--- src/hw/rtl/rcbp_pkg.sv ---
// shared types, opcodes and helpers of the register command byte parser
package rcbp_pkg;

    // default register file size in bytes
    localparam int unsigned REG_BYTES_DEF = 128;

    // command queue between front and back
    localparam int unsigned QUEUE_DEPTH = 4;

    // opcodes of the host command stream
    localparam logic [7:0] OP_NOP   = 8'h00;
    localparam logic [7:0] OP_ECHO  = 8'h0d;
    localparam logic [7:0] OP_RD1   = 8'h10;
    localparam logic [7:0] OP_RD2   = 8'h11;
    localparam logic [7:0] OP_RD4   = 8'h12;
    localparam logic [7:0] OP_FRD_A = 8'h13;
    localparam logic [7:0] OP_FRD_B = 8'h18;
    localparam logic [7:0] OP_WR1   = 8'h20;
    localparam logic [7:0] OP_WR2   = 8'h21;
    localparam logic [7:0] OP_WR4   = 8'h22;
    localparam logic [7:0] OP_WR8   = 8'h23;
    localparam logic [7:0] OP_FWR   = 8'h28;

    // reply to the echo opcode, ascii '2'
    localparam logic [7:0] ECHO_CHAR = 8'h32;

    typedef enum logic [1:0] {
        EV_REPLY      = 2'd0,
        EV_WRITE_DONE = 2'd1,
        EV_FIFO_RD    = 2'd2,
        EV_FIFO_WR    = 2'd3
    } ev_kind_t;

    typedef enum logic [1:0] {
        CMD_EVENT = 2'd0,
        CMD_WRITE = 2'd1,
        CMD_READ  = 2'd2
    } cmd_kind_t;

    // work item handed from front to back
    typedef struct packed {
        cmd_kind_t  cmd;
        ev_kind_t   kind;
        logic [7:0] addr;   // event address
        logic [7:0] idx;    // register file index
        logic [7:0] data;
        logic       emit;   // write also reports write done
        logic [2:0] cnt;    // read length in bytes
    } cmd_t;

    // one result item
    typedef struct packed {
        ev_kind_t   kind;
        logic [7:0] addr;
        logic [7:0] data;
        logic       last;
    } ev_t;

    // byte address modulo register file size by reciprocal multiplication,
    // recip is ceil(2^16 / n), exact for every byte address
    function automatic logic [7:0] reg_mod(input logic [7:0] a, input int unsigned n,
                                           input int unsigned recip);
        logic [24:0] prod;
        logic [7:0]  quo;
        logic [16:0] qn;
        logic [16:0] rem;
        prod = 25'(a) * recip[24:0];
        quo  = prod[23:16];
        qn   = 17'(quo) * n[16:0];
        rem  = 17'(a) - qn;
        return rem[7:0];
    endfunction

endpackage

--- src/hw/rtl/rcbp_front.sv ---
// command parser front: accepts stream bytes and turns them into queued work items
module rcbp_front #(
    parameter int unsigned REG_BYTES = rcbp_pkg::REG_BYTES_DEF
) (
    input  logic             aclk,
    input  logic             aresetn,
    input  logic             s_valid,
    output logic             s_ready,
    input  logic [7:0]       s_rx_byte,
    input  logic             q_full,
    output logic             q_push,
    output rcbp_pkg::cmd_t   q_cmd
);

    // reciprocal of the register file size for the index reduction
    localparam int unsigned IDX_RECIP = (32'd65536 + REG_BYTES - 1) / REG_BYTES;

    typedef enum logic [1:0] {
        PH_OPCODE,
        PH_ADDR,
        PH_ARG
    } phase_t;

    phase_t     phase_reg, phase_next;
    logic [7:0] opcode_reg, opcode_next;
    logic [7:0] cur_reg, cur_next;
    logic [7:0] start_reg, start_next;
    logic [7:0] end_reg, end_next;
    logic [7:0] fifo_left_reg, fifo_left_next;

    logic       acc;
    logic [7:0] cur_inc;
    logic [7:0] idx_byte;
    logic [7:0] idx_cur;

    assign s_ready  = !q_full;
    assign acc      = s_valid && s_ready;
    assign cur_inc  = cur_reg + 8'd1;
    assign idx_byte = rcbp_pkg::reg_mod(s_rx_byte, REG_BYTES, IDX_RECIP);
    assign idx_cur  = rcbp_pkg::reg_mod(cur_reg, REG_BYTES, IDX_RECIP);

    // parse one byte
    always_comb begin
        phase_next     = phase_reg;
        opcode_next    = opcode_reg;
        cur_next       = cur_reg;
        start_next     = start_reg;
        end_next       = end_reg;
        fifo_left_next = fifo_left_reg;
        q_push         = 1'b0;
        q_cmd.cmd      = rcbp_pkg::CMD_EVENT;
        q_cmd.kind     = rcbp_pkg::EV_REPLY;
        q_cmd.addr     = cur_reg;
        q_cmd.idx      = idx_cur;
        q_cmd.data     = s_rx_byte;
        q_cmd.emit     = 1'b0;
        q_cmd.cnt      = 3'd1;
        if (acc) begin
            if (fifo_left_reg != 8'd0) begin
                // fifo pass-through, parser suspended
                q_push         = 1'b1;
                q_cmd.kind     = rcbp_pkg::EV_FIFO_WR;
                fifo_left_next = fifo_left_reg - 8'd1;
            end else begin
                case (phase_reg)
                    PH_OPCODE: begin
                        opcode_next = s_rx_byte;
                        if (s_rx_byte == rcbp_pkg::OP_ECHO) begin
                            q_push     = 1'b1;
                            q_cmd.addr = 8'd0;
                            q_cmd.data = rcbp_pkg::ECHO_CHAR;
                        end else if (s_rx_byte != rcbp_pkg::OP_NOP) begin
                            phase_next = PH_ADDR;
                        end
                    end
                    PH_ADDR: begin
                        start_next = s_rx_byte;
                        cur_next   = s_rx_byte;
                        case (opcode_reg)
                            rcbp_pkg::OP_WR2: end_next = s_rx_byte + 8'd2;
                            rcbp_pkg::OP_WR4: end_next = s_rx_byte + 8'd4;
                            rcbp_pkg::OP_WR8: end_next = s_rx_byte + 8'd8;
                            default: end_next = end_reg;
                        endcase
                        if (opcode_reg inside {rcbp_pkg::OP_RD1, rcbp_pkg::OP_RD2,
                                               rcbp_pkg::OP_RD4}) begin
                            q_push     = 1'b1;
                            q_cmd.cmd  = rcbp_pkg::CMD_READ;
                            q_cmd.idx  = idx_byte;
                            q_cmd.cnt  = (opcode_reg == rcbp_pkg::OP_RD1) ? 3'd1 :
                                         (opcode_reg == rcbp_pkg::OP_RD2) ? 3'd2 : 3'd4;
                            phase_next = PH_OPCODE;
                        end else begin
                            phase_next = PH_ARG;
                        end
                    end
                    PH_ARG: begin
                        phase_next = PH_OPCODE;
                        case (opcode_reg)
                            rcbp_pkg::OP_FRD_A, rcbp_pkg::OP_FRD_B: begin
                                q_push     = 1'b1;
                                q_cmd.kind = rcbp_pkg::EV_FIFO_RD;
                            end
                            rcbp_pkg::OP_WR1: begin
                                q_push     = 1'b1;
                                q_cmd.cmd  = rcbp_pkg::CMD_WRITE;
                                q_cmd.emit = 1'b1;
                            end
                            rcbp_pkg::OP_WR2, rcbp_pkg::OP_WR4, rcbp_pkg::OP_WR8: begin
                                q_push     = 1'b1;
                                q_cmd.cmd  = rcbp_pkg::CMD_WRITE;
                                q_cmd.addr = start_reg;
                                q_cmd.emit = (cur_inc == end_reg);
                                cur_next   = cur_inc;
                                if (cur_inc != end_reg) begin
                                    phase_next = PH_ARG;
                                end
                            end
                            rcbp_pkg::OP_FWR: begin
                                fifo_left_next = s_rx_byte;
                            end
                            default: begin
                                // unknown opcode, byte swallowed
                                phase_next = PH_OPCODE;
                            end
                        endcase
                    end
                    default: phase_next = PH_OPCODE;
                endcase
            end
        end
    end

    // parser state
    always_ff @(posedge aclk) begin
        if (!aresetn) begin
            phase_reg     <= PH_OPCODE;
            opcode_reg    <= 8'd0;
            cur_reg       <= 8'd0;
            start_reg     <= 8'd0;
            end_reg       <= 8'd0;
            fifo_left_reg <= 8'd0;
        end else begin
            phase_reg     <= phase_next;
            opcode_reg    <= opcode_next;
            cur_reg       <= cur_next;
            start_reg     <= start_next;
            end_reg       <= end_next;
            fifo_left_reg <= fifo_left_next;
        end
    end

endmodule

--- src/hw/rtl/rcbp_queue.sv ---
// short work item queue between parser front and executing back
module rcbp_queue (
    input  logic           aclk,
    input  logic           aresetn,
    input  logic           q_push,
    input  rcbp_pkg::cmd_t q_cmd,
    input  logic           q_pop,
    output rcbp_pkg::cmd_t q_head,
    output logic           q_full,
    output logic           q_empty
);

    localparam int unsigned PTR_W = $clog2(rcbp_pkg::QUEUE_DEPTH);
    localparam int unsigned CNT_W = $clog2(rcbp_pkg::QUEUE_DEPTH + 1);

    rcbp_pkg::cmd_t   store_reg [rcbp_pkg::QUEUE_DEPTH];
    logic [PTR_W-1:0] wr_ptr_reg, wr_ptr_next;
    logic [PTR_W-1:0] rd_ptr_reg, rd_ptr_next;
    logic [CNT_W-1:0] cnt_reg, cnt_next;

    assign q_full  = (cnt_reg == CNT_W'(rcbp_pkg::QUEUE_DEPTH));
    assign q_empty = (cnt_reg == '0);
    assign q_head  = store_reg[rd_ptr_reg];

    // pointer and fill count update
    always_comb begin
        wr_ptr_next = wr_ptr_reg;
        rd_ptr_next = rd_ptr_reg;
        cnt_next    = cnt_reg;
        if (q_push) begin
            wr_ptr_next = (wr_ptr_reg == PTR_W'(rcbp_pkg::QUEUE_DEPTH - 1)) ? '0
                                                                             : wr_ptr_reg + PTR_W'(1);
        end
        if (q_pop) begin
            rd_ptr_next = (rd_ptr_reg == PTR_W'(rcbp_pkg::QUEUE_DEPTH - 1)) ? '0
                                                                             : rd_ptr_reg + PTR_W'(1);
        end
        if (q_push && !q_pop) begin
            cnt_next = cnt_reg + CNT_W'(1);
        end else if (!q_push && q_pop) begin
            cnt_next = cnt_reg - CNT_W'(1);
        end
    end

    always_ff @(posedge aclk) begin
        if (!aresetn) begin
            wr_ptr_reg <= '0;
            rd_ptr_reg <= '0;
            cnt_reg    <= '0;
        end else begin
            wr_ptr_reg <= wr_ptr_next;
            rd_ptr_reg <= rd_ptr_next;
            cnt_reg    <= cnt_next;
        end
    end

    // entry storage
    always_ff @(posedge aclk) begin
        if (q_push) begin
            store_reg[wr_ptr_reg] <= q_cmd;
        end
    end

endmodule

--- src/hw/rtl/rcbp_back.sv ---
// executing back: register file, read bursts and result output register
module rcbp_back #(
    parameter int unsigned REG_BYTES = rcbp_pkg::REG_BYTES_DEF
) (
    input  logic           aclk,
    input  logic           aresetn,
    input  rcbp_pkg::cmd_t q_head,
    input  logic           q_empty,
    output logic           q_pop,
    output logic           m_valid,
    input  logic           m_ready,
    output logic [1:0]     m_event_kind,
    output logic [7:0]     m_event_address,
    output logic [7:0]     m_event_data,
    output logic           m_last_of_run
);

    localparam int unsigned IDX_W = $clog2(REG_BYTES);

    function automatic logic [IDX_W-1:0] wrap_inc(input logic [IDX_W-1:0] v);
        return (v == IDX_W'(REG_BYTES - 1)) ? '0 : v + IDX_W'(1);
    endfunction

    // read burst state
    logic             busy_reg, busy_next;
    logic [IDX_W-1:0] rd_idx_reg, rd_idx_next;
    logic [2:0]       left_reg, left_next;

    // issue stage and output register
    logic          p1_valid_reg, p1_valid_next;
    rcbp_pkg::ev_t p1_ev_reg, p1_ev_next;
    logic          p1_mem_reg, p1_mem_next;
    logic          m_valid_reg, m_valid_next;
    rcbp_pkg::ev_t m_ev_reg;

    // register file with per-byte valid bits
    logic [7:0]       mem [REG_BYTES];
    logic [REG_BYTES-1:0] vld_reg;
    logic [7:0]       mem_q_reg;
    logic             rdv_q_reg;

    logic             p1_adv;
    logic             issue_en;
    logic             rd_en;
    logic [IDX_W-1:0] rd_idx;
    logic             wr_en;
    logic [IDX_W-1:0] head_idx;
    logic [7:0]       out_data;

    assign head_idx = q_head.idx[IDX_W-1:0];
    assign p1_adv   = p1_valid_reg && (!m_valid_reg || m_ready);
    assign issue_en = !p1_valid_reg || p1_adv;

    // issue one work step per cycle while the issue stage is free or advancing
    always_comb begin
        busy_next     = busy_reg;
        rd_idx_next   = rd_idx_reg;
        left_next     = left_reg;
        p1_valid_next = p1_adv ? 1'b0 : p1_valid_reg;
        p1_ev_next    = p1_ev_reg;
        p1_mem_next   = p1_mem_reg;
        q_pop         = 1'b0;
        rd_en         = 1'b0;
        rd_idx        = rd_idx_reg;
        wr_en         = 1'b0;
        if (issue_en) begin
            if (busy_reg) begin
                // continue a read burst
                rd_en           = 1'b1;
                p1_valid_next   = 1'b1;
                p1_mem_next     = 1'b1;
                p1_ev_next.kind = rcbp_pkg::EV_REPLY;
                p1_ev_next.addr = 8'(rd_idx_reg);
                p1_ev_next.data = 8'd0;
                p1_ev_next.last = (left_reg == 3'd1);
                rd_idx_next     = wrap_inc(rd_idx_reg);
                left_next       = left_reg - 3'd1;
                busy_next       = (left_reg != 3'd1);
            end else if (!q_empty) begin
                q_pop = 1'b1;
                case (q_head.cmd)
                    rcbp_pkg::CMD_EVENT: begin
                        p1_valid_next   = 1'b1;
                        p1_mem_next     = 1'b0;
                        p1_ev_next.kind = q_head.kind;
                        p1_ev_next.addr = q_head.addr;
                        p1_ev_next.data = q_head.data;
                        p1_ev_next.last = 1'b1;
                    end
                    rcbp_pkg::CMD_WRITE: begin
                        wr_en = 1'b1;
                        if (q_head.emit) begin
                            p1_valid_next   = 1'b1;
                            p1_mem_next     = 1'b0;
                            p1_ev_next.kind = rcbp_pkg::EV_WRITE_DONE;
                            p1_ev_next.addr = q_head.addr;
                            p1_ev_next.data = 8'd0;
                            p1_ev_next.last = 1'b1;
                        end
                    end
                    rcbp_pkg::CMD_READ: begin
                        rd_en           = 1'b1;
                        rd_idx          = head_idx;
                        p1_valid_next   = 1'b1;
                        p1_mem_next     = 1'b1;
                        p1_ev_next.kind = rcbp_pkg::EV_REPLY;
                        p1_ev_next.addr = 8'(head_idx);
                        p1_ev_next.data = 8'd0;
                        p1_ev_next.last = (q_head.cnt == 3'd1);
                        rd_idx_next     = wrap_inc(head_idx);
                        left_next       = q_head.cnt - 3'd1;
                        busy_next       = (q_head.cnt != 3'd1);
                    end
                    default: begin
                        p1_valid_next = p1_valid_next;
                    end
                endcase
            end
        end
    end

    // output register takes the issue stage when free or drained
    assign m_valid_next = p1_adv ? 1'b1 : (m_ready ? 1'b0 : m_valid_reg);
    assign out_data     = p1_mem_reg ? (rdv_q_reg ? mem_q_reg : 8'd0) : p1_ev_reg.data;

    always_ff @(posedge aclk) begin
        if (!aresetn) begin
            busy_reg     <= 1'b0;
            p1_valid_reg <= 1'b0;
            m_valid_reg  <= 1'b0;
            vld_reg      <= '0;
        end else begin
            busy_reg     <= busy_next;
            p1_valid_reg <= p1_valid_next;
            m_valid_reg  <= m_valid_next;
            if (wr_en) begin
                vld_reg[head_idx] <= 1'b1;
            end
        end
    end

    // payload registers
    always_ff @(posedge aclk) begin
        rd_idx_reg <= rd_idx_next;
        left_reg   <= left_next;
        p1_ev_reg  <= p1_ev_next;
        p1_mem_reg <= p1_mem_next;
        if (p1_adv) begin
            m_ev_reg.kind <= p1_ev_reg.kind;
            m_ev_reg.addr <= p1_ev_reg.addr;
            m_ev_reg.data <= out_data;
            m_ev_reg.last <= p1_ev_reg.last;
        end
    end

    // register file write and registered read
    always_ff @(posedge aclk) begin
        if (wr_en) begin
            mem[head_idx] <= q_head.data;
        end
        if (rd_en) begin
            mem_q_reg <= mem[rd_idx];
            rdv_q_reg <= vld_reg[rd_idx];
        end
    end

    assign m_valid         = m_valid_reg;
    assign m_event_kind    = m_ev_reg.kind;
    assign m_event_address = m_ev_reg.addr;
    assign m_event_data    = m_ev_reg.data;
    assign m_last_of_run   = m_ev_reg.last;

endmodule

--- src/hw/rtl/register_command_byte_parser_core.sv ---
// register command byte parser: host command stream in, reply and fifo events out
//
// s_ channel carries one command byte per transfer (s_rx_byte); m_ channel carries
// one event per transfer: kind, address, data and a flag on the last event of a read burst and on every other event.
// The front parses a byte per cycle and pushes work items into a four-entry queue;
// s_ready drops only while that queue is full.
// The back runs one work step per cycle, while the issue stage can advance, through the
// register file's single port: a read command of 1, 2 or 4 bytes takes one step per byte, everything else one.
// An accepted byte passes the queue, the issue stage and the output register to m_valid.
// Sustained rate is one event per cycle while m_ready holds; a byte stream of 4-byte reads
// is bound by the port, which gives four results for each opcode and address byte pair.
// Reset clears the parser, the queue, the pipeline and all register file bytes
// (per-byte valid bits, no clearing pass), and the block is ready the cycle after.
// When the receiver stalls, the output register holds its event; the back stalls,
// then the queue fills and s_ready falls, with no event lost or repeated.
module register_command_byte_parser_core #(
    parameter int unsigned REG_BYTES = rcbp_pkg::REG_BYTES_DEF
) (
    input  logic       aclk,
    input  logic       aresetn,
    input  logic       s_valid,
    output logic       s_ready,
    input  logic [7:0] s_rx_byte,
    output logic       m_valid,
    input  logic       m_ready,
    output logic [1:0] m_event_kind,
    output logic [7:0] m_event_address,
    output logic [7:0] m_event_data,
    output logic       m_last_of_run
);

    rcbp_pkg::cmd_t q_cmd;
    rcbp_pkg::cmd_t q_head;
    logic           q_push;
    logic           q_pop;
    logic           q_full;
    logic           q_empty;

    rcbp_front #(
        .REG_BYTES(REG_BYTES)
    ) u_front (
        .aclk     (aclk),
        .aresetn  (aresetn),
        .s_valid  (s_valid),
        .s_ready  (s_ready),
        .s_rx_byte(s_rx_byte),
        .q_full   (q_full),
        .q_push   (q_push),
        .q_cmd    (q_cmd)
    );

    rcbp_queue u_queue (
        .aclk   (aclk),
        .aresetn(aresetn),
        .q_push (q_push),
        .q_cmd  (q_cmd),
        .q_pop  (q_pop),
        .q_head (q_head),
        .q_full (q_full),
        .q_empty(q_empty)
    );

    rcbp_back #(
        .REG_BYTES(REG_BYTES)
    ) u_back (
        .aclk           (aclk),
        .aresetn        (aresetn),
        .q_head         (q_head),
        .q_empty        (q_empty),
        .q_pop          (q_pop),
        .m_valid        (m_valid),
        .m_ready        (m_ready),
        .m_event_kind   (m_event_kind),
        .m_event_address(m_event_address),
        .m_event_data   (m_event_data),
        .m_last_of_run  (m_last_of_run)
    );

    // front never pushes into a full queue
    a_no_overflow: assert property (@(posedge aclk) disable iff (!aresetn)
        q_push |-> !q_full)
        else $error("queue push while full");

    // back only takes an item that is there
    a_no_underflow: assert property (@(posedge aclk) disable iff (!aresetn)
        q_pop |-> !q_empty)
        else $error("queue pop while empty");

    // reset leaves queue and output empty
    a_reset_clear: assert property (@(posedge aclk)
        !aresetn |=> (q_empty && !m_valid))
        else $error("state not cleared by reset");

endmodule
--- config.mk ---
export PLATFORM = sky130hd
export DESIGN_NAME = register_command_byte_parser_core
export DESIGN_NICKNAME = d
export VERILOG_FILES = /design/src/hw/rtl/rcbp_pkg.sv /design/src/hw/rtl/rcbp_front.sv /design/src/hw/rtl/rcbp_queue.sv /design/src/hw/rtl/rcbp_back.sv /design/src/hw/rtl/register_command_byte_parser_core.sv
export SDC_FILE = /design/constraint.sdc
export NUM_CORES = 2
export LEC_CHECK = 0
export BUFFER_PORTS_ARGS = -buffer_cell sky130_fd_sc_hd__buf_4
export CAP_MARGIN = 0
export CORE_UTILIZATION = 55
export CTS_CLUSTER_DIAMETER = 40
export DETAILED_ROUTE_END_ITERATION = 16
export PLACE_DENSITY = 0.72
export SYNTH_ARGS = -nofsm -noshare
export SYNTH_HDL_FRONTEND = slang
export SYNTH_SLANG_ARGS = --single-unit
--- constraint.sdc ---
create_clock -name aclk -period 7.15 [get_ports aclk]
set_input_delay 0.3575 -clock aclk [delete_from_list [all_inputs] [get_ports aclk]]
set_output_delay 0.3575 -clock aclk [all_outputs]
set_load 0.02 [all_outputs]
Yosys cells after proc, flatten, opt, wreduce, memory -nomap -nowiden
Memory sizes are Yosys's and may differ from the RTL's. A register that Yosys moved wholly into a read port is not among the register bits.
Index checks and enable logic that the tools add are counted.
- reduce and logical (&&, ||, !) cells: 39
- order comparisons: 3
- add/subtract/negate cells: 15
- bitwise operators: 2
- equal/unequal tests: 31
- mux-type cells: 97
- operators with widths (operator ; count):
    $or A128 B128 Y128 ; 1
    $mux W8 ; 12
    $mux W7 ; 9
    $pmux W19 S3 ; 1
    $eq A8 B5 Y1 const B ; 5
    $eq A8 B6 Y1 const B ; 5
    $mux W19 ; 2
    $mux W1 ; 36
    $mux W32 ; 1
    $pmux W8 S2 ; 2
    $mux W2 ; 14
    $mux W28 ; 1
    $mux W3 ; 9
    $pmux W8 S3 ; 1
    $lt A7 B8 Y1 const B ; 2
    $mux W16 ; 1
    $reduce_and A4 Y1 ; 4
    $reduce_bool A8 Y1 ; 2
    $sub A8 B8 Y8 ; 2
    $add A7 B1 Y7 const B ; 2
    $eq A7 B7 Y1 const B ; 2
    $reduce_and A3 Y1 ; 4
    $reduce_bool A2 Y1 ; 6
    $sub A3 B1 Y3 const B ; 3
    37 further kinds ; 60
- logic and storage cells: 215
- bits of input ports: 12
- bits in registers: 230
- bits in writable memories: 1152
- memories kept: 2
- memory list (memory ; depth ; width ; rd ports ; clocked after Yosys merged registers in ; write ports ; line ; RTL):
    u_back.mem ; 128 ; 8 ; 1 ; 1 ; 1 ; rcbp_back.sv:37 ; logic [7:0] mem [REG_BYTES];
    u_queue.store_reg ; 4 ; 32 ; 1 ; 1 ; 1 ; rcbp_queue.sv:16 ; rcbp_pkg::cmd_t store_reg [rcbp_pkg::QUEUE_DEPTH];

Longest topological paths before layout
- depth after elaboration: 10
- mapped depth: 16

Cells and area by module
A second synthesis with hierarchy kept.
- cells, all modules: 4000
- area, all modules: 57133.5 sq um
- modules (own cells, without submodules) (module ; cells an instance ; seq. area each (sq um) ; times used ; area each (sq um)):
    rcbp_back ; 3406 ; 35113.7 ; 1 ; 48998.2
    rcbp_queue ; 211 ; 4023.9 ; 1 ; 5116.2
    rcbp_front ; 383 ; 840.8 ; 1 ; 3019.1

Worst setup path before layout
Ideal clock, no wire load.
- path type: register to register
- start: register (tool-made name)
- end: register u_back.mem_q_reg[1] (read register of u_back.mem), data pin
- clock period less this slack: 4.225 ns
- setup slack: 2.925 ns
- arrival time: 4.055 ns
- cell stages (with the launch flop): 15
- library setup time: 0.170 ns
- cell sequence: dfxtp_1 -> buf_6 -> buf_4 -> buf_1 -> mux4_2 -> ha_1 -> o31a_1 -> nand3_1 -> buf_2 -> mux2i_2 -> clkbuf_1 -> a211oi_1 -> o41ai_1 -> o22ai_1 -> nor4_2
- RTL lines (what ; line ; RTL):
    to (decl) ; rcbp_back.sv:39 ; logic [7:0] mem_q_reg;

==> impl_metrics.py <==
metrics = {
    "worst_setup_path": {
        "critPathKind": "flop to flop",
        "crit_family": "multiplexers",
        "cp_cell_sequence": "mux4_2 > inv_1 > ha_1 > o31a_1 > nand3_1 > buf_4 > mux2_4 > buf_4 > o211ai_1 > o21ai_1 > nor3_1 > nor4bb_1 > nor4_1",
        "critPathArrivalTime_ns": 5.64,
        "path_buf_inv": 3,
        "required_ns": 7.66,
        "reg2reg_slack_ns": 2.02,
        "slowest_stage": "mux2_4",
        "cp_max_fo": 48,
        "crit_top_cell": "buf_4",
        "start_kind": "flop",
        "crit_cells": 13,
        "crit_path_end_kind": "flop",
        "r2r_cells": 13,
        "cpPeakStageDelay_ns": 0.80,
    },
    "placed_design": {
        "hpwl_um": 90600,
        "place_ws_ns": 2.13,
        "place.gp.congestion": 0.909,
        "io_buffer_count": 32,
        "placedInstanceArea_um2": 59300,
    },
    "drt": {
        "drtIter0Drc": 4890,
        "ant_nets": 0,
        "first_pass_iters": 6,
        "drc": 0,
        "viasPerCell": 6.58,
        "drt_wl_total_um": 157000,
        "via_count": 37400,
        "post_drt_wl_per_cell_um": 27.5,
    },
    "power_and_ir_drop": {
        "p_leak_uw": 0.0218,
        "peakVddDrop_uv": 728,
        "powerDensity_nw_per_um2": 500,
    },
    "finish": {
        "final_cell_area_um2": 65000,
        "drive_above_1_share_pct": 10.3,
        "largest_reg_flops": 1024,
        "fillCellCount": 7532,
        "nNetsFinal": 4206,
        "fin_util_pct": 62.6,
        "areaGrowthSynthToFinish_pct": 12.4,
    },
    "floorplan": {
        "coreArea_um2": 104000,
        "rows": 118,
        "dieArea_um2": 106000,
        "chipWidth_um": 326,
        "initial_core_util_pct": 55.6,
        "ios": 33,
        "die_y_um": 326,
    },
    "sta": {
        "tightest_slew_ns": 1.29,
        "worst_slack_ns": 2.02,
        "relSlewSlack_pct": 13.9,
        "final.period_utilization_pct": 71.8,
        "setup-tns-final_ns": 0,
        "rsz0062_at_grt": "no",
        "drv_slew": 0,
        "final.setup_skew_ns": 0.0532,
        "finalWorstPathRequiredPeriod_ns": 5.13,
        "fmax_mhz": 195,
        "final_hold_viol_count": 0,
        "setup_viol": 0,
    },
    "synth": {
        "yosysWarnings": 0,
        "yosysMostFrequentCell": "edfxtp_1",
        "synthAdderAreaFrac_pct": 0.597,
        "yosys.area.top_type": "edfxtp_1",
        "ys_top_cells_by_count": "edfxtp_1, nand2_1, mux2i_1",
        "ys_ff_latch": 1388,
        "syn_inst": 4174,
        "synth_xor_area_share_pct": 0.454,
        "yosysUniqueCellTypes": 74,
        "synth_area_per_cell_um2": 13.9,
        "synth_ff_type": "edfxtp_1",
        "synthMuxAreaShare_pct": 8.40,
        "yosysSeqAreaShare_pct": 68.9,
        "synthSimpleGateAreaFrac_pct": 8.17,
        "synthTopCellsByArea": "edfxtp_1, mux2i_1, dfxtp_1",
        "synth_top_family_by_area": "compound AO/OA/AOI/OAI gates",
        "synth_top_cell_area_share_pct": 62.6,
        "netlist_area_um2": 57800,
        "synth_nets": 4213,
        "synth_edf_count": 1206,
        "synth_compound_area_share_pct": 11.0,
        "synthArstFlopShare_pct": 0,
    },
    "clocking": {
        "clockRootBuffer": "clkbuf_16",
        "post_cts_resized": 0,
        "post_cts_buffers": 0,
        "cts_made_buffers": 163,
        "h-tree-depth": 4,
        "ctsHoldBuffers": 10,
        "cts_buffer_depth": 3,
        "clk_latency_ns": 0.79,
        "cts_tree": "yes",
        "clkTransAtPathRegs_ns": 0.06,
        "clkSinkCount": 1388,
    },
    "grt": {
        "grt_antenna_before_repair": 3,
        "grt_pass1_vias": 36500,
        "gr-total-overflow": 0,
        "grt_pass1_wl_um": 232000,
        "grt_max_degree": 117,
        "track_usage_pct": 29.1,
    },
    "flow_run": {
        "drv_cap": 0,
    },
    "status": {
        "status": "completed",
    },
    "hold_path": {
        "min_path_cells": 3,
        "hp-class": "primary input to flop",
    },
}
-- worst reg2reg max path, stage by stage (launching register included) --
cell and delay (ns):
dfxtp_2 0.57, mux4_2 0.62, inv_1 0.09, ha_1 0.23, o31a_1 0.26, nand3_1 0.11, buf_4 0.26, mux2_4 0.80
buf_4 0.60, o211ai_1 0.17, o21ai_1 0.12, nor3_1 0.09, nor4bb_1 0.80, nor4_1 0.15
-- final cells by class --
cell class	count	area, µm²	share of cell area [%]
Sequential cell	1388	39900	61.3
Multi-Input combinational cell	2463	16700	25.7
Clock buffer	204	4340	6.68
Tap cell	1380	1730	2.66
Clock inverter	100	1240	1.90
Timing Repair Buffer	111	1020	1.57
Inverter	40	150	0.231
Antenna cell	2	5.00	0.00770
-- cell usage in the layout (no fill, tap or decap), drive strengths merged, types with 22 or more instances in the layout --
master,count
a211oi,36
a21oi,142
a221oi,139
a222oi,33
a22oi,32
a31oi,43
a32o,24
a32oi,87
and2,23
and3,22
buf,101
clkbuf,204
clkinv,44
dfxtp,182
edfxtp,1206
ha,26
inv,62
mux2i,404
mux4,30
nand2,501
nand3,113
nand4,34
nor2,275
o21a,112
o21ai,172
-- through the flow --
stage / instances / hold WS (ns) / total power [µW]
after floorplan: 4174 / 0.400 / 19100
after global placement: 5372 / 0.404 / 23600
after detailed placement: 5372 / 0.405 / 23800
after CTS: 5686 / 0.0850 / 32300
after global routing: 5686 / 0.127 / 33600
final: 5688 / 0.137 / 32500
-- logic make-up (layout without fill, tap and decap cells) --
logic type,Yosys count,in the layout
AO/OA/AOI/OAI,898,898
flip-flops,1388,1388
XOR/XNOR,30,30
adder cells (fa/ha/maj),27,27
buffers and inverters,323,455
AND/OR/NAND/NOR,1062,1062
other,0,2
multiplexers,446,446
-- metal layers --
metal | track usage [%] | part of all wire (%) | vias to the layer above
met5 | 0 | 0.0083 | -
met4 | 14.0 | 4.7 | 2
met3 | 5.89 | 10 | 396
met2 | 45.1 | 46 | 2204
met1 | 39.6 | 39 | 18600
li1 | - | - | 16200
-- power breakdown --
group | leakage, µW | internal (µW) | switching, µW
Combinational | 0.00675 | 3730 | 9260
Clock | 0.00268 | 5040 | 3440
Sequential | 0.0124 | 10700 | 292
-- worst paths after layout --
| path | from | to |
|---|---|---|
| worst max-delay path | flop | u_back.mem_q_reg[7] |
| worst min-delay path | s_valid | u_queue.store_reg[3][29] |
| worst max register to register | flop | u_back.mem_q_reg[7] |
| worst min register to register | u_back.p1_ev_reg[15] | u_back.m_event_address[6] |
Power figures use the tool's default switching activity.
